**src/hw/rtl/cfa_pkg.sv**
```systemverilog
// ----------------------------------------------------------------------------
// cfa_pkg
// Shared types and codes for the contiguous fit allocator.
// ----------------------------------------------------------------------------
package cfa_pkg;

  localparam int FUNC_W   = 3;
  localparam int PID_W    = 4;
  localparam int SIZE_W   = 7;
  localparam int STATUS_W = 2;
  localparam int ADDR_W   = 6;

  localparam logic [FUNC_W-1:0] FUNC_FIRST   = 3'd0;
  localparam logic [FUNC_W-1:0] FUNC_BEST    = 3'd1;
  localparam logic [FUNC_W-1:0] FUNC_WORST   = 3'd2;
  localparam logic [FUNC_W-1:0] FUNC_RELEASE = 3'd3;
  localparam logic [FUNC_W-1:0] FUNC_COMPACT = 3'd4;

  localparam logic [STATUS_W-1:0] ST_ACCEPT = 2'd0;
  localparam logic [STATUS_W-1:0] ST_REJECT = 2'd1;
  localparam logic [STATUS_W-1:0] ST_DONE   = 2'd2;

  typedef logic [1:0] policy_t;
  localparam policy_t POL_FIRST = 2'd0;
  localparam policy_t POL_BEST  = 2'd1;
  localparam policy_t POL_WORST = 2'd2;

  // One map cell: owned flag and owner pid. A free cell is all zero.
  typedef struct packed {
    logic             owned;
    logic [PID_W-1:0] pid;
  } cell_t;

  localparam cell_t CELL_FREE = '0;
  localparam cell_t CELL_BLOCK = '{owned: 1'b1, pid: '0};

  typedef struct packed {
    logic shift;   // rotate the ring by one toward cell 0
    logic sort;    // odd-even exchange step
    logic phase;   // which pairs exchange this step
  } cell_ctrl_t;

  typedef struct packed {
    logic    start;    // clear hole tracking
    logic    scan;     // track holes on the cell at the head
    logic    flush;    // close the run still open at the top
    logic    write;    // claim cells of the chosen hole
    logic    drop;     // free cells of the pid
    policy_t policy;
  } head_ctrl_t;

endpackage

```
**src/hw/rtl/cfa_if.sv**
```systemverilog
// ----------------------------------------------------------------------------
// cfa_if
// Command and response channels of the contiguous fit allocator.
// ----------------------------------------------------------------------------
interface cfa_cmd_if;
  logic                       valid;
  logic                       ready;
  logic [cfa_pkg::FUNC_W-1:0] func;
  logic [cfa_pkg::PID_W-1:0]  pid;
  logic [cfa_pkg::SIZE_W-1:0] size;

  modport source (output valid, func, pid, size, input ready);
  modport sink   (input valid, func, pid, size, output ready);
endinterface

interface cfa_rsp_if;
  logic                         valid;
  logic                         ready;
  logic [cfa_pkg::STATUS_W-1:0] status;
  logic [cfa_pkg::ADDR_W-1:0]   start_addr;

  modport source (output valid, status, start_addr, input ready);
  modport sink   (input valid, status, start_addr, output ready);
endinterface

```
**src/hw/rtl/contiguous_fit_allocator.sv**
```systemverilog
// ----------------------------------------------------------------------------
// contiguous_fit_allocator
// Contiguous cell allocator (first, best, worst fit), release and compaction.
// ----------------------------------------------------------------------------
// Unused func codes are rejected without a pass over the ring.
// Throughput: one command at a time; the cell ring makes a full rotation (or
//   MEM_CELLS odd-even exchange steps) per pass, an accepted allocation needs two passes.
// Reset: rst_n synchronous, active low; every cell becomes free at once.
// ----------------------------------------------------------------------------
module contiguous_fit_allocator #(
  parameter int MEM_CELLS = 64
) (
  input  logic clk,
  input  logic rst_n,
  cfa_cmd_if.sink   in_if,
  cfa_rsp_if.source out_if
);
  import cfa_pkg::*;

  localparam int AW = $clog2(MEM_CELLS);

  typedef enum logic [2:0] {
    S_IDLE, S_SCAN, S_FLUSH, S_DECIDE, S_WRITE, S_RELEASE, S_SORT, S_FIN
  } state_t;

  state_t              state_r;
  logic [AW-1:0]       cnt_r;
  logic [FUNC_W-1:0]   func_r;
  logic [PID_W-1:0]    pid_r;
  logic [SIZE_W-1:0]   size_r;
  logic [STATUS_W-1:0] res_status_r;
  logic [ADDR_W-1:0]   res_addr_r;
  logic                out_valid_r;
  logic [STATUS_W-1:0] out_status_r;
  logic [ADDR_W-1:0]   out_addr_r;

  logic       last;
  cell_ctrl_t cctrl;
  head_ctrl_t hctrl;
  cell_t      cell_q [MEM_CELLS];
  cell_t      tail;
  logic       fits;
  logic [AW-1:0] pick_start;

  assign last = (cnt_r == AW'(MEM_CELLS - 1));

  // Cell ring controls: rotate during the scan, write-back and release passes,
  // odd-even exchange steps for compaction (MEM_CELLS steps sort any map).
  always_comb begin
    cctrl.shift = (state_r == S_SCAN) || (state_r == S_WRITE) || (state_r == S_RELEASE);
    cctrl.sort  = (state_r == S_SORT);
    cctrl.phase = cnt_r[0];
  end

  always_comb begin
    hctrl.start  = (state_r == S_IDLE);
    hctrl.scan   = (state_r == S_SCAN);
    hctrl.flush  = (state_r == S_FLUSH);
    hctrl.write  = (state_r == S_WRITE);
    hctrl.drop   = (state_r == S_RELEASE);
    case (func_r)
      FUNC_FIRST: hctrl.policy = POL_FIRST;
      FUNC_BEST:  hctrl.policy = POL_BEST;
      default:    hctrl.policy = POL_WORST;
    endcase
  end

  // Ring of cells: cell 0 feeds the head, the head feeds the top cell.
  for (genvar k = 0; k < MEM_CELLS; k++) begin : g_cell
    cell_t left_in, right_in;
    if (k == 0) begin : g_lo
      assign left_in = CELL_BLOCK;
    end else begin : g_lo
      assign left_in = cell_q[k-1];
    end
    if (k == MEM_CELLS - 1) begin : g_hi
      assign right_in = cctrl.sort ? CELL_FREE : tail;
    end else begin : g_hi
      assign right_in = cell_q[k+1];
    end
    cfa_cell #(.PARITY(k[0])) u_cell (
      .clk      (clk),
      .rst_n    (rst_n),
      .ctrl     (cctrl),
      .nb_left  (left_in),
      .nb_right (right_in),
      .cell_q   (cell_q[k])
    );
  end

  cfa_head #(.MEM_CELLS(MEM_CELLS)) u_head (
    .clk        (clk),
    .rst_n      (rst_n),
    .ctrl       (hctrl),
    .idx        (cnt_r),
    .cell0      (cell_q[0]),
    .pid        (pid_r),
    .size       (size_r),
    .tail       (tail),
    .fits       (fits),
    .pick_start (pick_start)
  );

  // Sequencer and result register.
  always_ff @(posedge clk) begin
    if (!rst_n) begin
      state_r     <= S_IDLE;
      cnt_r       <= '0;
      out_valid_r <= 1'b0;
    end else begin
      // load the result register from S_FIN, else drop it once taken
      if (state_r == S_FIN) begin
        if (!out_valid_r || out_if.ready) out_valid_r <= 1'b1;
      end else if (out_valid_r && out_if.ready) begin
        out_valid_r <= 1'b0;
      end
      case (state_r)
        S_IDLE: begin
          cnt_r <= '0;
          if (in_if.valid) begin
            func_r <= in_if.func;
            pid_r  <= in_if.pid;
            size_r <= in_if.size;
            res_addr_r <= '0;
            case (in_if.func)
              FUNC_FIRST, FUNC_BEST, FUNC_WORST: state_r <= S_SCAN;
              FUNC_RELEASE: state_r <= S_RELEASE;
              FUNC_COMPACT: state_r <= S_SORT;
              default: begin
                res_status_r <= ST_REJECT;
                state_r      <= S_FIN;
              end
            endcase
          end
        end
        S_SCAN: begin
          cnt_r <= cnt_r + 1'b1;
          if (last) state_r <= S_FLUSH;
        end
        S_FLUSH: begin
          cnt_r   <= '0;
          state_r <= S_DECIDE;
        end
        S_DECIDE: begin
          if (fits) begin
            res_status_r <= ST_ACCEPT;
            res_addr_r   <= ADDR_W'(pick_start);
            state_r      <= S_WRITE;
          end else begin
            res_status_r <= ST_REJECT;
            state_r      <= S_FIN;
          end
        end
        S_WRITE: begin
          cnt_r <= cnt_r + 1'b1;
          if (last) state_r <= S_FIN;
        end
        S_RELEASE, S_SORT: begin
          cnt_r <= cnt_r + 1'b1;
          if (last) begin
            res_status_r <= ST_DONE;
            state_r      <= S_FIN;
          end
        end
        S_FIN: begin
          // hold the result until the output register is free
          if (!out_valid_r || out_if.ready) begin
            out_status_r <= res_status_r;
            out_addr_r   <= res_addr_r;
            state_r      <= S_IDLE;
          end
        end
        default: state_r <= S_IDLE;
      endcase
    end
  end

  assign in_if.ready       = (state_r == S_IDLE);
  assign out_if.valid      = out_valid_r;
  assign out_if.status     = out_status_r;
  assign out_if.start_addr = out_addr_r;

endmodule

```
**src/hw/rtl/cfa_cell.sv**
```systemverilog
// ----------------------------------------------------------------------------
// cfa_cell
// One map cell: rotates toward its lower neighbor or does an odd-even exchange.
// ----------------------------------------------------------------------------
module cfa_cell #(
  parameter bit PARITY = 1'b0
) (
  input  logic                clk,
  input  logic                rst_n,
  input  cfa_pkg::cell_ctrl_t ctrl,
  input  cfa_pkg::cell_t      nb_left,
  input  cfa_pkg::cell_t      nb_right,
  output cfa_pkg::cell_t      cell_q
);
  import cfa_pkg::*;

  cell_t cell_r, cell_nxt;

  always_comb begin
    cell_nxt = cell_r;
    if (ctrl.shift) begin
      cell_nxt = nb_right;
    end else if (ctrl.sort) begin
      if (PARITY == ctrl.phase) begin
        // lower member of the pair: pull an owned cell down over a free one
        if (!cell_r.owned && nb_right.owned) cell_nxt = nb_right;
      end else begin
        if (!nb_left.owned && cell_r.owned) cell_nxt = nb_left;
      end
    end
  end

  always_ff @(posedge clk) begin
    if (!rst_n) begin
      cell_r <= CELL_FREE;
    end else begin
      cell_r <= cell_nxt;
    end
  end

  assign cell_q = cell_r;

endmodule

```
**src/hw/rtl/cfa_head.sv**
```systemverilog
// ----------------------------------------------------------------------------
// cfa_head
// Ring head: hole tracking during a scan, claim on write-back, release on the release pass.
// ----------------------------------------------------------------------------
module cfa_head #(
  parameter int MEM_CELLS = 64
) (
  input  logic                        clk,
  input  logic                        rst_n,
  input  cfa_pkg::head_ctrl_t         ctrl,
  input  logic [$clog2(MEM_CELLS)-1:0] idx,
  input  cfa_pkg::cell_t              cell0,
  input  logic [cfa_pkg::PID_W-1:0]   pid,
  input  logic [cfa_pkg::SIZE_W-1:0]  size,
  output cfa_pkg::cell_t              tail,
  output logic                        fits,
  output logic [$clog2(MEM_CELLS)-1:0] pick_start
);
  import cfa_pkg::*;

  localparam int AW = $clog2(MEM_CELLS);
  localparam int LW = $clog2(MEM_CELLS + 1);
  localparam int CW = ((LW > SIZE_W) ? LW : SIZE_W) + 1;

  logic [AW-1:0] run_start_r, run_start_nxt;
  logic [LW-1:0] run_len_r, run_len_nxt;
  logic          found_r, found_nxt;
  logic [AW-1:0] pick_start_r, pick_start_nxt;
  logic [LW-1:0] pick_len_r, pick_len_nxt;

  logic [CW-1:0] size_x, run_x, pick_x, lo_x, hi_x, idx_x;
  logic          do_close, take, in_run;
  cell_t         own_cell;

  assign size_x = CW'(size);
  assign run_x  = CW'(run_len_r);
  assign pick_x = CW'(pick_len_r);
  assign idx_x  = CW'(idx);
  assign lo_x   = CW'(pick_start_r);
  assign hi_x   = lo_x + size_x;

  assign do_close = ctrl.flush || (ctrl.scan && cell0.owned);

  always_comb begin
    case (ctrl.policy)
      POL_FIRST: take = !found_r && (run_x >= size_x);
      POL_BEST:  take = (run_x >= size_x) && (!found_r || run_x < pick_x);
      default:   take = !found_r || run_x > pick_x;
    endcase
  end

  always_comb begin
    run_start_nxt  = run_start_r;
    run_len_nxt    = run_len_r;
    found_nxt      = found_r;
    pick_start_nxt = pick_start_r;
    pick_len_nxt   = pick_len_r;
    if (ctrl.start) begin
      run_len_nxt  = '0;
      found_nxt    = 1'b0;
      pick_len_nxt = '0;
    end else if (do_close) begin
      if (run_len_r != '0 && take) begin
        found_nxt      = 1'b1;
        pick_start_nxt = run_start_r;
        pick_len_nxt   = run_len_r;
      end
      run_len_nxt = '0;
    end else if (ctrl.scan) begin
      if (run_len_r == '0) run_start_nxt = idx;
      run_len_nxt = run_len_r + 1'b1;
    end
  end

  always_ff @(posedge clk) begin
    if (!rst_n) begin
      run_len_r  <= '0;
      found_r    <= 1'b0;
      pick_len_r <= '0;
    end else begin
      run_len_r  <= run_len_nxt;
      found_r    <= found_nxt;
      pick_len_r <= pick_len_nxt;
    end
    run_start_r  <= run_start_nxt;
    pick_start_r <= pick_start_nxt;
  end

  assign in_run   = (idx_x >= lo_x) && (idx_x < hi_x);
  assign own_cell = '{owned: 1'b1, pid: pid};

  always_comb begin
    tail = cell0;
    if (ctrl.write && in_run) begin
      tail = own_cell;
    end else if (ctrl.drop && cell0 == own_cell) begin
      tail = CELL_FREE;
    end
  end

  assign fits       = found_r && (size != '0) && (pick_x >= size_x);
  assign pick_start = pick_start_r;

endmodule

```
**src/flat_wrapper.sv**
```systemverilog
// flat-port wrapper written by rule: the top's interface ports become plain ports
module contiguous_fit_allocator_flat import cfa_pkg::*;
#(
  parameter int MEM_CELLS = 64
)
  (clk, rst_n, in_if_valid, in_if_func, in_if_pid, in_if_size, in_if_ready, out_if_valid, out_if_status, out_if_start_addr, out_if_ready);
  cfa_cmd_if in_if_i ();
  cfa_rsp_if out_if_i ();
  input  logic clk;
  input  logic rst_n;
  input wire logic [$bits(in_if_i.valid)-1:0] in_if_valid;
  input wire logic [$bits(in_if_i.func)-1:0] in_if_func;
  input wire logic [$bits(in_if_i.pid)-1:0] in_if_pid;
  input wire logic [$bits(in_if_i.size)-1:0] in_if_size;
  output wire logic [$bits(in_if_i.ready)-1:0] in_if_ready;
  output wire logic [$bits(out_if_i.valid)-1:0] out_if_valid;
  output wire logic [$bits(out_if_i.status)-1:0] out_if_status;
  output wire logic [$bits(out_if_i.start_addr)-1:0] out_if_start_addr;
  input wire logic [$bits(out_if_i.ready)-1:0] out_if_ready;
  assign in_if_i.valid = in_if_valid;
  assign in_if_i.func = in_if_func;
  assign in_if_i.pid = in_if_pid;
  assign in_if_i.size = in_if_size;
  assign in_if_ready = in_if_i.ready;
  assign out_if_valid = out_if_i.valid;
  assign out_if_status = out_if_i.status;
  assign out_if_start_addr = out_if_i.start_addr;
  assign out_if_i.ready = out_if_ready;
  contiguous_fit_allocator #(.MEM_CELLS(MEM_CELLS)) u_core (.clk(clk), .rst_n(rst_n), .in_if(in_if_i), .out_if(out_if_i));
endmodule
```
**config.mk**
```make
export PLATFORM = sky130hd
export DESIGN_NAME = contiguous_fit_allocator_flat
export DESIGN_NICKNAME = d
export VERILOG_FILES = /design/src/hw/rtl/cfa_pkg.sv /design/src/hw/rtl/cfa_if.sv /design/src/hw/rtl/contiguous_fit_allocator.sv /design/src/hw/rtl/cfa_cell.sv /design/src/hw/rtl/cfa_head.sv /design/src/flat_wrapper.sv
export SDC_FILE = /design/constraint.sdc
export NUM_CORES = 1
export LEC_CHECK = 0
export BUFFER_PORTS_ARGS = -buffer_cell sky130_fd_sc_hd__buf_2
export CAP_MARGIN = 20
export CORE_AREA = 2 2 190 192
export CTS_CLUSTER_DIAMETER = 150
export DETAILED_ROUTE_END_ITERATION = 6
export DIE_AREA = 0 0 192 194
export PLACE_DENSITY = 0.7
export REMOVE_ABC_BUFFERS = 1
export SYNTH_ARGS = -nofsm -noshare
export SYNTH_HDL_FRONTEND = slang
export SYNTH_SLANG_ARGS = --single-unit
```
**constraint.sdc**
```tcl
create_clock -name clk -period 3.3 [get_ports clk]
set_input_delay 0.495 -clock clk [delete_from_list [all_inputs] [get_ports clk]]
set_output_delay 0.495 -clock clk [all_outputs]
set_load 0.1 [all_outputs]
```
==> results.yml <==
critical_path:
  path_buf_inv: 1
  cp-start-kind: "flip-flop"
  critical_path_class: "reg2reg"
  cp.arrival_ps: 3630
  slowest_stage: "fa_1"
  path_cells: "ha_1 -> fa_1 -> a21o_1 -> a21oi_1 -> xor2_1 -> ha_1 -> a21o_1 -> a21oi_1 -> o21a_1 -> o211ai_1 -> buf_4 -> a211oi_1 -> a211oi_1"
  cp_max_fo: 8
  slowest_delay_ps: 480
  critical_path_required_ps: 3750
  path_delay_family: "compound AO/OA/AOI/OAI gates"
  crit_path_end_kind: "flip-flop"
global_routing:
  grt_use_total_pct: 24.8
  antenna_found_initial: 0
  grt_pass1_wl_um: 78600
  gr-total-overflow: 0
  grt_pass1_vias: 15821
  grt_max_degree: 132
timing:
  tns_ps: 0
  setup_viol: 0
  period_needed_ps: 3180
  tightest_slew_ps: 945
  hold_viol: 0
  clock_skew_ps: 14.4
  maxSlewHeadroom_pct: 37.0
  hold_ws_ps: 105
  fmax_ghz: 0.314
  finalMaxSlewViolations: 0
  fin_crit_sh_pct: 96.4
floorplanning:
  start_util_pct: 54.3
  fp-row-count: 69
  coreArea_um2: 35200
  die-area_um2: 37200
  die_y_um: 194
  chipWidth_um: 192
  io_pins: 28
clock_network:
  clk_pin_slew_ps: 60
  cts_tree: "done"
  h-tree-depth: 2
  worstSkewPairLatency_ps: 560
  clockBufferDepth: 3
  cts-root-buf: "clkbuf_16"
  cts_sinks: 387
  cts_made_buffers: 43
  cts_resized: 0
job:
  cap_violations: 0
yosys:
  async_flop_share_pct: 0
  yosys.cell_count.top_type: "nor2_1"
  yosys.area_share.adder_pct: 2.79
  ys_seq_area_share_pct: 42.7
  synth_cells: 2266
  synth_top_area_share_pct: 36.1
  ys_top_cells_by_area: "dfxtp_1 36%, a311oi_1 14%, nor2_1 7.2%"
  synthSimpleGateAreaFrac_pct: 21.2
  synth_compound_area_share_pct: 27.4
  yosysWarnings: 0
  synth_ff_type: "dfxtp_1"
  synth_top_area_cell: "dfxtp_1"
  syn_area_per_cell_um2: 8.44
  synthTopCellsByCount: "365 x nor2_1, 345 x dfxtp_1, 336 x nand2_1, 306 x a311oi_1, 174 x o21ai_0"
  synth.distinct_cells: 63
  synth_top_family_by_area: "compound AO/OA/AOI/OAI gates"
  synth-edff-count: 42
  synth-xor-area-share_pct: 0.595
  muxShareOfSynthArea_pct: 0.634
  synth_seq_cells: 387
  synth_area_um2: 19100
final_layout:
  fin_area_um2: 20800
  fin_nets: 2260
  drive_gt1_share_pct: 9.61
  diodes: 0
  stdcell_count: 2688
  area.growth.synth_to_final_pct: 8.87
detailed_routing:
  route.detailed.drc: 0
  wl_um: 46200
  ant_nets: 0
  route.vias.total: 16667
  drtPass1Iterations: 5
  avgRoutedWirePerCell_um: 17.2
  vias_per_cell: 6.20
  drt_iter0_markers: 1408
place:
  port_buffers: 27
  dpl_cell_area_um2: 19400
  place_congestion: 0.862
  dp_hpwl_um: 28100
  dp.cells: 2615
run_status:
  status: "finished, final reports clean"
pwr:
  leakagePower_nw: 6.31
  p_per_area_nw_per_um2: 1170
  finalPower_mw: 24.3
  vdd_drop_max_mv: 0.986
hold_path:
  hold_path.class: "in2reg"
==> stage by stage <==
step                      worst slack, ps  utilization (%)
after floorplan                     -6320                -
after global placement                159             55.2
after detailed placement             45.1             55.2
after CTS                            41.1             59.1
after global routing                -6.52             59.1
final                                 120             59.1
==> final timing paths <==
path	from	endpoint	slack, ps	depth (start not counted)
setup / recovery	u_core.size_r[0]	u_core.g_cell[63].u_cell.cell_q[0]	120	13
hold / removal	in_if_size[6]	u_core.size_r[6]	110	1
setup reg to reg	u_core.size_r[0]	u_core.g_cell[63].u_cell.cell_q[0]	120	13
hold reg to reg	u_core.u_head.run_start_r[5]	u_core.u_head.pick_start[5]	420	0
==> power by group <==
| part | internal, mW | leakage [nW] | switching, mW |
|---|---|---|---|
| sequential | 6.67 | 3.21 | 1.68 |
| clock | 2.85 | 0.681 | 1.89 |
| combinational | 3.58 | 2.42 | 7.64 |
==> cells by family (layout without fill, tap and decap cells) <==
logic type,after synthesis,in the layout
muxes,12,12
adders and majority gates,42,42
xor gates and xnor gates,13,13
AOI/OAI and AO/OA,658,658
and+or+nand+nor,942,942
DFF,387,387
buffers and inverters,212,173
==> metal layers <==
metal	wire length, µm	GRT usage, %	part of all wire, %
met1	22100	34.8	48
met2	21100	39.7	46
met3	2090	3.37	4.5
met4	882	6.98	1.9
met5	0	0	0
==> flip-flops by register name (all words and copies together) (netlist names) <==
signal                       flops
u_core.u_head.found_r            1
u_core.g_cell.u_cell.cell_q    320
u_core.u_head.pick_len_r         7
u_core.cnt_r                     6
u_core.out_if.valid              1
u_core.state_r                   3
u_core.res_status_r              2
u_core.pid_r                     4
u_core.u_head.run_start_r        6
u_core.u_head.run_len_r          7
u_core.size_r                    7
u_core.res_addr_r                6
u_core.out_if.start_addr         6
u_core.out_if.status             2
u_core.u_head.pick_start         6
u_core.func_r                    3
==> area by class of cell <==
type,instances,area [µm²]
Inverter,50,195
Tap cell,461,577
Fill cell,3103,14400
Clock buffer,66,1310
Multi-Input combinational cell,1667,10100
Clock inverter,6,78.8
Timing Repair Buffer,51,432
Sequential cell,387,8170
==> placed cells by master, fill, tap and decap left out, types with 11 or more instances in the layout <==
master / n
a211oi_1: 17
a21oi_1: 45
a21oi_2: 23
a21oi_4: 33
a311oi_1: 306
a31oi_2: 13
buf_2: 27
buf_4: 14
clkbuf_1: 11
clkbuf_16: 45
dfxtp_1: 344
edfxtp_1: 42
ha_1: 41
inv_1: 47
mux2i_1: 11
nand2_1: 336
nand3_1: 161
nand3b_1: 15
nor2_1: 364
o21ai_0: 174
or3_4: 12
==> what timing repair did <==
action                     4_1_cts  5_1_grt
setup buffers                    0        1
hold endpoints to repair         0        0
hold buffers                     0        0
setup endpoints to repair        0        4
Note: power is estimated with default switching activity, not from simulation.
